### config.mk
export PLATFORM = sky130hd
export DESIGN_NAME = json_syntax_validator_flat
export DESIGN_NICKNAME = d
export VERILOG_FILES = /design/src/hdl/jsv_pkg.sv /design/src/hdl/jsv_in_if.sv /design/src/hdl/jsv_out_if.sv /design/src/hdl/jsv_stack.sv /design/src/hdl/jsv_scanner.sv /design/src/hdl/json_syntax_validator.sv /design/src/flat_wrapper.sv
export SDC_FILE = /design/constraint.sdc
export NUM_CORES = 1
export LEC_CHECK = 0
export BUFFER_PORTS_ARGS = -buffer_cell sky130_fd_sc_hd__buf_4
export CORE_ASPECT_RATIO = 1.5
export CORE_MARGIN = 3
export CORE_UTILIZATION = 45
export DETAILED_ROUTE_END_ITERATION = 12
export GPL_ROUTABILITY_DRIVEN = 0
export GPL_TIMING_DRIVEN = 1
export PLACE_DENSITY_LB_ADDON = 0.15
export SLEW_MARGIN = 20
export SYNTH_ARGS = -nofsm -noshare
export SYNTH_HDL_FRONTEND = slang
export SYNTH_HIERARCHICAL = 1
export SYNTH_SLANG_ARGS = --single-unit
### constraint.sdc
create_clock -name clk -period 10 [get_ports clk]
set_input_delay 2 -clock clk [delete_from_list [all_inputs] [get_ports clk]]
set_output_delay 2 -clock clk [all_outputs]
set_load 0.005 [all_outputs]
### src/hdl/jsv_pkg.sv
// Shared types and result codes for the JSON syntax validator.
`default_nettype none

package jsv_pkg;

  // Result codes carried on error_kind.
  localparam logic [1:0] ERR_NONE   = 2'd0;
  localparam logic [1:0] ERR_SYNTAX = 2'd1;
  localparam logic [1:0] ERR_NEST   = 2'd2;

  // Container kinds held on the bracket stack.
  localparam logic KIND_ARRAY  = 1'b0;
  localparam logic KIND_OBJECT = 1'b1;

  // Commands from the scanner to the bracket stack.
  typedef struct packed {
    logic clear;
    logic push;
    logic pop;
    logic kind;
  } stack_cmd_t;

  // Status of the bracket stack as seen by the scanner.
  typedef struct packed {
    logic empty;
    logic one;
    logic full;
    logic top_kind;
  } stack_stat_t;

endpackage

`default_nettype wire

### src/hdl/jsv_in_if.sv
// Byte channel into the validator: one document byte per beat.
`default_nettype none

interface jsv_in_if;
  logic       valid;
  logic       ready;
  logic [7:0] data_byte;
  logic       last_byte;

  modport source (output valid, output data_byte, output last_byte, input ready);
  modport sink   (input valid, input data_byte, input last_byte, output ready);
endinterface

`default_nettype wire

### src/hdl/jsv_out_if.sv
// Result channel out of the validator: one verdict per document.
`default_nettype none

interface jsv_out_if;
  logic       valid;
  logic       ready;
  logic       accepted;
  logic [1:0] error_kind;

  modport source (output valid, output accepted, output error_kind, input ready);
  modport sink   (input valid, input accepted, input error_kind, output ready);
endinterface

`default_nettype wire

### src/hdl/jsv_stack.sv
// Bracket-kind stack: top entry in a register, entries below it in a memory.
`default_nettype none

module jsv_stack
  import jsv_pkg::*;
#(
  parameter int MAX_NEST = 64
) (
  input  wire logic  clk,
  input  wire logic  rst,
  input  stack_cmd_t cmd,
  output stack_stat_t stat
);

  localparam int LW = $clog2(MAX_NEST + 1);
  localparam int AW = (MAX_NEST > 1) ? $clog2(MAX_NEST) : 1;

  logic [LW-1:0] level;
  logic [LW-1:0] level_next;
  logic          top;
  logic          below;
  logic          mem [MAX_NEST];
  logic [LW:0]   waddr_full;
  logic [LW:0]   raddr_full;
  logic [AW-1:0] waddr;
  logic [AW-1:0] raddr;

  // Depth update; a clear at the end of a document wins over everything.
  always_comb begin
    level_next = level;
    if (cmd.clear) begin
      level_next = '0;
    end else if (cmd.push) begin
      level_next = level + LW'(1);
    end else if (cmd.pop && (level != '0)) begin
      level_next = level - LW'(1);
    end
  end

  // The old top is written just below the new one; the entry under the
  // next top is fetched in advance so a pop never waits on the memory read.
  assign waddr_full = {1'b0, level} - (LW + 1)'(1);
  assign raddr_full = {1'b0, level_next} - (LW + 1)'(2);
  assign waddr      = waddr_full[AW-1:0];
  assign raddr      = raddr_full[AW-1:0];

  always_ff @(posedge clk) begin
    if (rst) begin
      level <= '0;
    end else begin
      level <= level_next;
    end
  end

  // Memory and the two cached entries; no reset, each entry is written
  // by a push before it can be read.
  always_ff @(posedge clk) begin
    if (cmd.push && !cmd.clear) begin
      if (level != '0) begin
        mem[waddr] <= top;
      end
      top   <= cmd.kind;
      below <= top;
    end else begin
      if (cmd.pop && !cmd.clear) begin
        top <= below;
      end
      below <= mem[raddr];
    end
  end

  assign stat.empty    = (level == '0);
  assign stat.one      = (level == LW'(1));
  assign stat.full     = (level == LW'(MAX_NEST));
  assign stat.top_kind = (level == '0) ? KIND_ARRAY : top;

endmodule

`default_nettype wire

### src/hdl/jsv_scanner.sv
// Scanner state machine: checks one document byte per beat.
`default_nettype none

module jsv_scanner
  import jsv_pkg::*;
(
  input  wire logic        clk,
  input  wire logic        rst,
  input  wire logic        advance,
  input  wire logic [7:0]  data_byte,
  input  wire logic        last_byte,
  input  stack_stat_t      stat,
  output stack_cmd_t       cmd,
  output logic             accepted,
  output logic [1:0]       error_kind
);

  typedef enum logic [4:0] {
    PH_ROOT, PH_ITEM, PH_KEY, PH_KEY_ESC, PH_COLON, PH_VALUE, PH_STR, PH_STR_ESC,
    PH_LIT, PH_N_SIGN, PH_N_ZERO, PH_N_INT, PH_N_FRAC, PH_N_EXP, PH_N_EXPSIGN,
    PH_N_EXPDIG, PH_AFTER, PH_DONE
  } phase_t;

  localparam logic [7:0] CTRL_LIMIT = 8'd32;
  localparam logic [7:0] DEL_CHAR   = 8'd127;

  // Positions in the literal text "nulltruefalse".
  localparam logic [3:0] LIT_NULL  = 4'd1;
  localparam logic [3:0] LIT_TRUE  = 4'd5;
  localparam logic [3:0] LIT_FALSE = 4'd9;
  localparam logic [3:0] END_NULL  = 4'd3;
  localparam logic [3:0] END_TRUE  = 4'd7;
  localparam logic [3:0] END_FALSE = 4'd12;

  function automatic logic [7:0] lit_char(input logic [3:0] pos);
    logic [7:0] c;
    case (pos)
      4'd0:  c = "n";
      4'd1:  c = "u";
      4'd2:  c = "l";
      4'd3:  c = "l";
      4'd4:  c = "t";
      4'd5:  c = "r";
      4'd6:  c = "u";
      4'd7:  c = "e";
      4'd8:  c = "f";
      4'd9:  c = "a";
      4'd10: c = "l";
      4'd11: c = "s";
      4'd12: c = "e";
      default: c = 8'h00;
    endcase
    return c;
  endfunction

  function automatic logic is_ws(input logic [7:0] b);
    return (b == 8'h20) || (b == 8'h09) || (b == 8'h0A) || (b == 8'h0D);
  endfunction

  function automatic logic is_digit(input logic [7:0] b);
    return (b >= "0") && (b <= "9");
  endfunction

  function automatic logic legal_escape(input logic [7:0] b);
    return (b == "\"") || (b == "\\") || (b == "/") || (b == "b") || (b == "f") ||
           (b == "n") || (b == "r") || (b == "t") || (b == "u");
  endfunction

  phase_t     phase, phase_next, eff;
  logic       empty_so_far, empty_next;
  logic [3:0] lit_pos, lit_next;
  logic       failed, failed_next;
  logic [1:0] fail_kind, kind_next;
  logic       err_syntax, err_nest;
  logic       do_start, do_open, open_kind, do_close;
  logic       is_num, num_end, is_e, is_close, ok;

  // Next-state logic for one byte.
  always_comb begin
    phase_next = phase;
    empty_next = empty_so_far;
    lit_next   = lit_pos;
    err_syntax = 1'b0;
    err_nest   = 1'b0;
    do_start   = 1'b0;
    do_open    = 1'b0;
    open_kind  = KIND_ARRAY;
    do_close   = 1'b0;
    num_end    = 1'b0;
    eff        = phase;
    is_e       = (data_byte == "e") || (data_byte == "E");
    is_close   = (data_byte == (stat.top_kind ? 8'("}") : 8'("]")));
    is_num     = phase inside {PH_N_SIGN, PH_N_ZERO, PH_N_INT, PH_N_FRAC,
                               PH_N_EXP, PH_N_EXPSIGN, PH_N_EXPDIG};
    cmd        = '0;

    if (!failed) begin
      // Number phases: a byte that cannot continue the number ends it.
      if (is_num) begin
        case (phase)
          PH_N_SIGN: begin
            if (data_byte == "0") phase_next = PH_N_ZERO;
            else if (is_digit(data_byte)) phase_next = PH_N_INT;
            else err_syntax = 1'b1;
          end
          PH_N_EXP: begin
            if ((data_byte == "+") || (data_byte == "-")) phase_next = PH_N_EXPSIGN;
            else if (is_digit(data_byte)) phase_next = PH_N_EXPDIG;
            else err_syntax = 1'b1;
          end
          PH_N_EXPSIGN: begin
            if (is_digit(data_byte)) phase_next = PH_N_EXPDIG;
            else err_syntax = 1'b1;
          end
          PH_N_ZERO: begin
            if (data_byte == ".") phase_next = PH_N_FRAC;
            else if (is_e) phase_next = PH_N_EXP;
            else num_end = 1'b1;
          end
          PH_N_INT: begin
            if (is_digit(data_byte)) phase_next = PH_N_INT;
            else if (data_byte == ".") phase_next = PH_N_FRAC;
            else if (is_e) phase_next = PH_N_EXP;
            else num_end = 1'b1;
          end
          PH_N_FRAC: begin
            if (is_digit(data_byte)) phase_next = PH_N_FRAC;
            else if (is_e) phase_next = PH_N_EXP;
            else num_end = 1'b1;
          end
          default: begin
            if (!is_digit(data_byte)) num_end = 1'b1;
          end
        endcase
        if (num_end) begin
          phase_next = PH_AFTER;
          eff        = PH_AFTER;
        end
      end

      // Structural phases, including the byte that ended a number.
      if (!is_num || num_end) begin
        unique case (eff)
          PH_ROOT: begin
            if (!is_ws(data_byte)) begin
              if (data_byte == "[") begin
                do_open = 1'b1;
              end else if (data_byte == "{") begin
                do_open   = 1'b1;
                open_kind = KIND_OBJECT;
              end else begin
                err_syntax = 1'b1;
              end
            end
          end
          PH_ITEM: begin
            if (!is_ws(data_byte)) begin
              if (is_close) begin
                if (empty_so_far) do_close = 1'b1;
                else err_syntax = 1'b1;
              end else if (stat.top_kind) begin
                if (data_byte == "\"") begin
                  empty_next = 1'b0;
                  phase_next = PH_KEY;
                end else begin
                  err_syntax = 1'b1;
                end
              end else begin
                do_start = 1'b1;
              end
            end
          end
          PH_KEY, PH_STR: begin
            if (data_byte == "\"") begin
              phase_next = (eff == PH_KEY) ? PH_COLON : PH_AFTER;
            end else if (data_byte == "\\") begin
              phase_next = (eff == PH_KEY) ? PH_KEY_ESC : PH_STR_ESC;
            end else if ((data_byte < CTRL_LIMIT) || (data_byte == DEL_CHAR)) begin
              err_syntax = 1'b1;
            end
          end
          PH_KEY_ESC, PH_STR_ESC: begin
            if (legal_escape(data_byte)) begin
              phase_next = (eff == PH_KEY_ESC) ? PH_KEY : PH_STR;
            end else begin
              err_syntax = 1'b1;
            end
          end
          PH_COLON: begin
            if (!is_ws(data_byte)) begin
              if (data_byte == ":") phase_next = PH_VALUE;
              else err_syntax = 1'b1;
            end
          end
          PH_VALUE: begin
            if (!is_ws(data_byte)) do_start = 1'b1;
          end
          PH_LIT: begin
            if (data_byte == lit_char(lit_pos)) begin
              if ((lit_pos == END_NULL) || (lit_pos == END_TRUE) ||
                  (lit_pos == END_FALSE)) begin
                phase_next = PH_AFTER;
              end else begin
                lit_next = lit_pos + 4'd1;
              end
            end else begin
              err_syntax = 1'b1;
            end
          end
          PH_AFTER: begin
            if (!is_ws(data_byte)) begin
              if (data_byte == ",") begin
                empty_next = 1'b0;
                phase_next = PH_ITEM;
              end else if (is_close) begin
                do_close = 1'b1;
              end else begin
                err_syntax = 1'b1;
              end
            end
          end
          PH_DONE: begin
            if (!is_ws(data_byte)) err_syntax = 1'b1;
          end
          default: err_syntax = 1'b1;
        endcase
      end

      // Start of a value inside an array or after a colon.
      if (do_start) begin
        empty_next = 1'b0;
        if (data_byte == "n") begin
          lit_next = LIT_NULL;  phase_next = PH_LIT;
        end else if (data_byte == "t") begin
          lit_next = LIT_TRUE;  phase_next = PH_LIT;
        end else if (data_byte == "f") begin
          lit_next = LIT_FALSE; phase_next = PH_LIT;
        end else if (data_byte == "\"") begin
          phase_next = PH_STR;
        end else if (data_byte == "[") begin
          do_open = 1'b1;
        end else if (data_byte == "{") begin
          do_open   = 1'b1;
          open_kind = KIND_OBJECT;
        end else if ((data_byte == "+") || (data_byte == "-")) begin
          phase_next = PH_N_SIGN;
        end else if (data_byte == "0") begin
          phase_next = PH_N_ZERO;
        end else if (is_digit(data_byte)) begin
          phase_next = PH_N_INT;
        end else begin
          err_syntax = 1'b1;
        end
      end

      // Opening a container, refused when the stack is full.
      if (do_open) begin
        if (stat.full) begin
          err_nest = 1'b1;
        end else begin
          cmd.push   = advance;
          cmd.kind   = open_kind;
          empty_next = 1'b1;
          phase_next = PH_ITEM;
        end
      end

      // Closing the innermost container.
      if (do_close) begin
        cmd.pop    = advance;
        phase_next = (stat.one || stat.empty) ? PH_DONE : PH_AFTER;
      end
    end

    // The first error is kept; later bytes are ignored.
    failed_next = failed;
    kind_next   = fail_kind;
    if (!failed && (err_syntax || err_nest)) begin
      failed_next = 1'b1;
      kind_next   = err_nest ? ERR_NEST : ERR_SYNTAX;
    end

    cmd.clear  = advance && last_byte;
    ok         = !failed_next && (phase_next == PH_DONE);
    accepted   = ok;
    error_kind = failed_next ? kind_next : (ok ? ERR_NONE : ERR_SYNTAX);
  end

  // Scanner state; everything returns to reset after the final byte.
  always_ff @(posedge clk) begin
    if (rst || (advance && last_byte)) begin
      phase        <= PH_ROOT;
      empty_so_far <= 1'b1;
      lit_pos      <= 4'd0;
      failed       <= 1'b0;
      fail_kind    <= ERR_NONE;
    end else if (advance) begin
      phase        <= phase_next;
      empty_so_far <= empty_next;
      lit_pos      <= lit_next;
      failed       <= failed_next;
      fail_kind    <= kind_next;
    end
  end

endmodule

`default_nettype wire

### src/hdl/json_syntax_validator.sv
// Top level of the JSON syntax validator: input register, scanner, result register.
`default_nettype none

// The block takes a document one byte per beat on byte_ch and gives one
// verdict on result_ch for each byte marked last_byte: accepted, and the
// kind of the first error (none, syntax, nesting too deep). It accepts a
// byte in every cycle unless a final byte waits on a full result register;
// the verdict is registered when the final byte leaves the input register.
// The rate is set by the scanner loop, which updates the phase register
// and the top of the bracket stack once per byte; the top entry and the one
// beneath it are held in registers, so pushes and pops never wait on the
// stack memory read. The stack memory holds MAX_NEST entries and needs no
// clearing after reset, since an entry is always written by a push before
// it is read. A new byte is taken while a verdict still waits; only a final
// byte that meets a full result register stalls.

module json_syntax_validator
  import jsv_pkg::*;
#(
  parameter int MAX_NEST = 64
) (
  input wire logic  clk,
  input wire logic  rst,
  jsv_in_if.sink    byte_ch,
  jsv_out_if.source result_ch
);

  logic        s1_valid;
  logic [7:0]  s1_byte;
  logic        s1_last;
  logic        s1_adv;
  stack_cmd_t  cmd;
  stack_stat_t stat;
  logic        res_accepted;
  logic [1:0]  res_kind;
  logic        out_valid;
  logic        out_accepted;
  logic [1:0]  out_kind;

  // A buffered byte moves on unless it is final and the result is stalled.
  assign s1_adv        = s1_valid && (!s1_last || !out_valid || result_ch.ready);
  assign byte_ch.ready = !s1_valid || s1_adv;

  // Input register.
  always_ff @(posedge clk) begin
    if (rst) begin
      s1_valid <= 1'b0;
    end else if (byte_ch.ready) begin
      s1_valid <= byte_ch.valid;
    end
  end

  always_ff @(posedge clk) begin
    if (byte_ch.valid && byte_ch.ready) begin
      s1_byte <= byte_ch.data_byte;
      s1_last <= byte_ch.last_byte;
    end
  end

  jsv_scanner u_scanner (
    .clk        (clk),
    .rst        (rst),
    .advance    (s1_adv),
    .data_byte  (s1_byte),
    .last_byte  (s1_last),
    .stat       (stat),
    .cmd        (cmd),
    .accepted   (res_accepted),
    .error_kind (res_kind)
  );

  jsv_stack #(
    .MAX_NEST (MAX_NEST)
  ) u_stack (
    .clk  (clk),
    .rst  (rst),
    .cmd  (cmd),
    .stat (stat)
  );

  // Result register.
  always_ff @(posedge clk) begin
    if (rst) begin
      out_valid <= 1'b0;
    end else if (s1_adv && s1_last) begin
      out_valid <= 1'b1;
    end else if (result_ch.ready) begin
      out_valid <= 1'b0;
    end
  end

  always_ff @(posedge clk) begin
    if (s1_adv && s1_last) begin
      out_accepted <= res_accepted;
      out_kind     <= res_kind;
    end
  end

  assign result_ch.valid      = out_valid;
  assign result_ch.accepted   = out_accepted;
  assign result_ch.error_kind = out_kind;

`ifndef SYNTHESIS
  // A fresh verdict only ever follows a final byte leaving the input register.
  a_result_from_last: assert property (@(posedge clk) disable iff (rst)
    (out_valid && !$past(out_valid)) |-> $past(s1_adv && s1_last))
    else $error("result appeared without a final byte");

  // A held byte is not overwritten while it waits.
  a_input_held: assert property (@(posedge clk) disable iff (rst)
    (s1_valid && !s1_adv) |=> (s1_valid && $stable(s1_byte) && $stable(s1_last)))
    else $error("buffered byte lost while stalled");

  // An accepted document carries no error code, and the code is a known one.
  a_verdict_consistent: assert property (@(posedge clk) disable iff (rst)
    out_valid |-> ((out_accepted == (out_kind == ERR_NONE)) &&
                   ((out_kind == ERR_NONE) || (out_kind == ERR_SYNTAX) ||
                    (out_kind == ERR_NEST))))
    else $error("inconsistent verdict");
`endif

endmodule

`default_nettype wire
### src/flat_wrapper.sv
// flat-port wrapper written by rule: the top's interface ports become plain ports
module json_syntax_validator_flat import jsv_pkg::*;
#(
  parameter int MAX_NEST = 64
)
  (clk, rst, byte_ch_valid, byte_ch_data_byte, byte_ch_last_byte, byte_ch_ready, result_ch_valid, result_ch_accepted, result_ch_error_kind, result_ch_ready);
  jsv_in_if byte_ch_i ();
  jsv_out_if result_ch_i ();
  input wire logic clk;
  input wire logic rst;
  input wire logic [$bits(byte_ch_i.valid)-1:0] byte_ch_valid;
  input wire logic [$bits(byte_ch_i.data_byte)-1:0] byte_ch_data_byte;
  input wire logic [$bits(byte_ch_i.last_byte)-1:0] byte_ch_last_byte;
  output wire logic [$bits(byte_ch_i.ready)-1:0] byte_ch_ready;
  output wire logic [$bits(result_ch_i.valid)-1:0] result_ch_valid;
  output wire logic [$bits(result_ch_i.accepted)-1:0] result_ch_accepted;
  output wire logic [$bits(result_ch_i.error_kind)-1:0] result_ch_error_kind;
  input wire logic [$bits(result_ch_i.ready)-1:0] result_ch_ready;
  assign byte_ch_i.valid = byte_ch_valid;
  assign byte_ch_i.data_byte = byte_ch_data_byte;
  assign byte_ch_i.last_byte = byte_ch_last_byte;
  assign byte_ch_ready = byte_ch_i.ready;
  assign result_ch_valid = result_ch_i.valid;
  assign result_ch_accepted = result_ch_i.accepted;
  assign result_ch_error_kind = result_ch_i.error_kind;
  assign result_ch_i.ready = result_ch_ready;
  json_syntax_validator #(.MAX_NEST(MAX_NEST)) u_core (.clk(clk), .rst(rst), .byte_ch(byte_ch_i), .result_ch(result_ch_i));
endmodule
==> impl_metrics.env <==
export IMPL_status="finished clean"
export IMPL_path_class="register to register"
export IMPL_power_frac_seq_pct=55.1
export IMPL_insertion_delay_ns=0.35
export IMPL_fp_dieW_um=106
export IMPL_synth_seq_cells=106
export IMPL_top_usage_layer="met2"
export IMPL_setup_violations=0
export IMPL_drive_gt1_share_pct=10.5
export IMPL_rsz0062_at_grt="false"
export IMPL_crit_required_ns=10.22
export IMPL_yosysSeqAreaShare_pct=42.9
export IMPL_max_freq_mhz=157
export IMPL_grt_met3_usage_pct=2.98
export IMPL_tns_ns=0
export IMPL_cp_num_buf_inv=3
export IMPL_pin_count=18
export IMPL_synthFlopType="edfxtp_1"
export IMPL_cts_setup_buffers=0
export IMPL_cts_sinks=106
export IMPL_num_rows=54
export IMPL_worst_pin_slew_ns=1.09
export IMPL_grt_pass1_wl_um=28500
export IMPL_reg2reg_from="u_core/u_stack/level[0]$_SDFF_PP0_"
export IMPL_num_antenna_cells=0
export IMPL_skew_ns=0.00892
export IMPL_crit_fanout=31
export IMPL_grt_overflow_total=0
export IMPL_final_util_pct=49.6
export IMPL_synth_fp_nets=739
export IMPL_yosysWarnings=6
export IMPL_p_leak_nw=2.38
export IMPL_hold_viol=0
export IMPL_peakVddDrop_uv=91.3
export IMPL_die_area_um2=16500
export IMPL_routed_wl_um=18000
export IMPL_finalPower_uw=876
export IMPL_root_buffer="clkbuf_16"
export IMPL_cts_buffers=9
export IMPL_synthTopCellsByArea="edfxtp_1 (34%), dfxtp_1 (8.6%), nor2_1 (6.4%)"
export IMPL_drt_iter0_markers=278
export IMPL_p_switching_uw=211
export IMPL_area_delta_synth_final_pct=7.34
export IMPL_dp_slack_ns=3.37
export IMPL_min_period_ns=6.38
export IMPL_worstPathArrival_ns=6.59
export IMPL_cp_top_family="simple AND/OR/NAND/NOR gates"
export IMPL_setup_slack_ns=3.62
export IMPL_cts_resized=0
export IMPL_maxCapViolCount=0
export IMPL_hold_path_class="register to register"
export IMPL_start_util_pct=46.2
export IMPL_wire_per_inst_um=19.7
export IMPL_critPathLaunchType="register"
export IMPL_numPortBuffers=17
export IMPL_globalRouteMet1Util_pct=23.0
export IMPL_ant_nets=0
export IMPL_nNetsFinal=733
export IMPL_yosysTopAreaCell="edfxtp_1"
export IMPL_postSynth_asyncResetShare_pct=0
export IMPL_postSynthAreaPerCell_um2=9.44
export IMPL_drc=0
export IMPL_slowest_stage="o311a_1"
export IMPL_dp_hpwl_um=13400
export IMPL_die_y_um=156
export IMPL_finalMaxSlewViolations=0
export IMPL_swShare_pct=24.1
export IMPL_cts_hold_buf=0
export IMPL_max_stage_delay_ns=0.91
export IMPL_relSlewSlack_pct=27.1
export IMPL_core_area_um2=14600
export IMPL_clk_pin_slew_ns=0.07
export IMPL_p_per_area_nw_per_um2=121
export IMPL_end_kind="register"
export IMPL_cts_tree="built"
export IMPL_clockBufferDepth=2
export IMPL_first_pass_iters=5
export IMPL_grt_use_met2_pct=42.1
export IMPL_avgViaCountPerCell=6.13
export IMPL_synth_edf_count=77
export IMPL_yosys_cell_types_count=96
export IMPL_synth_top_area_share_pct=34.3
export IMPL_syn_area_um2=6750
export IMPL_p_comb_share_pct=5.3
export IMPL_vias=5579
export IMPL_timing_hold_ws_ns=0.489
export IMPL_crit_chain="inv_1 -> ha_1 -> nor4b_4 -> nand2_1 -> and2_1 -> xor2_1 -> or4b_1 -> a32oi_2 -> nand2_1 -> nand2_1 -> nor2_1 -> nand2b_1 -> o311a_1 -> inv_1 -> ha_1 -> inv_1 -> xnor2_1 -> nand2b_1 -> a221oi_1 -> or3_1 -> nor4_1 -> o41ai_2"
export IMPL_synthesis_instances=715
export IMPL_intPower_uw=665
export IMPL_critPathLaunch="u_core/u_stack/level[0]$_SDFF_PP0_"
export IMPL_grt_pass1_vias=5518
export IMPL_htree_levels=3
export IMPL_power_share_clock_pct=39.7
export IMPL_grt_usage_pct=21.8
export IMPL_antenna_found_initial=0
export IMPL_num_fill_cells=1399
export IMPL_grt_start_max_net_pins=66
export IMPL_post_route_period_util_pct=63.8
## tightest hold or removal path: cells and delay by family, from the launching register on
| family | cells | cell delay, ns |
|---|---|---|
| flops | 1 | 0.32 |
| compound gates | 2 | 0.13 |
## area by class of cell
class                   instances  area, um2  area share (%)
multi-input cells             550       3590            49.5
flip-flops and latches        106       2890            39.9
well taps                     196        245            3.39
clock buffers                   9        225            3.11
repair buffers                 19        143            1.97
inverters                      23       86.3            1.19
clock inverters                 7       63.8           0.881
## kinds of logic after synthesis
family	Yosys count	share of synthesized area (%)
AND/OR/NAND/NOR	338	26.8
flip-flops	106	42.9
AO/OA/AOI/OAI	156	17.9
buffers and inverters	59	3.97
multiplexers	28	4.23
XOR/XNOR	17	2.21
adder cells (fa/ha/maj)	11	2.04
## synthesized netlist by cell type (all sizes together) (10+ instances only)
master and count:
nand2b 15, a211oi 15, edfxtp 77, clkbuf 16, buf 20, and3 13, and2 16, o21ai 17
nand3 20, dfxtp 29, mux2i 24, nor3b 11, nand2 66, a21oi 31, nor2b 13, ha 11
a221oi 10, nor2 116, nor3 18, inv 23
## power groups by stage
stage / registers (mW) / clock network (mW) / logic [mW]
6_report: 0.483 / 0.348 / 0.0461
5_1_grt: 0.484 / 0.374 / 0.0510
4_1_cts: 0.483 / 0.356 / 0.0459
3_5_place_dp: 0.493 / 0 / 0.0457
3_3_place_gp: 0.492 / 0 / 0.0448
2_1_floorplan: 0.484 / 0 / 0.0403
## final timing paths
| kind | cells after the start | end | slack, ns |
|---|---|---|---|
| max | 22 | u_core/u_stack/below$_DFF_P_ | 3.62 |
| min | 2 | register | 0.49 |
| max reg2reg | 22 | u_core/u_stack/below$_DFF_P_ | 3.62 |
| min reg2reg | 2 | register | 0.49 |
## flip-flops by register name, summed over array words and instances, names as in the netlist, named ones only
register                       flops
u_core/result_ch.accepted          1
u_core/result_ch.error_kind        2
u_core/result_ch.valid             1
u_core/s1_byte                     8
u_core/s1_last                     1
u_core/s1_valid                    1
u_core/u_scanner/empty_so_far      1
u_core/u_scanner/fail_kind         1
u_core/u_scanner/failed            1
u_core/u_scanner/lit_pos           4
u_core/u_scanner/phase             5
u_core/u_stack/below               1
u_core/u_stack/level               7
u_core/u_stack/mem                64
u_core/u_stack/top                 1
## through the flow
stage / cells / instance area, um2
finish: 910 / 7240
global route: 910 / 7240
CTS: 910 / 7240
detailed placement: 894 / 6950
global placement: 894 / 6950
floorplan: 715 / 6750
## metal layers
metal	vias to the layer above	share of wire, %
li1	2639	-
met4	0	5.3
met5	-	0
met3	67	4.0
met2	209	54
met1	2664	36
## layout by cell type (no fill, tap or decap), types with 13 or more instances in the layout
cell type,n
nor2_1,115
inv_1,23
nand2_1,66
nor2b_1,13
dfxtp_1,29
mux2i_1,24
nand3_1,20
nor3_1,15
buf_4,19
and2_1,16
a21oi_1,31
and3_1,13
edfxtp_1,77
nand2b_1,15
a211oi_1,13
Power figures use the tool's default switching activity.
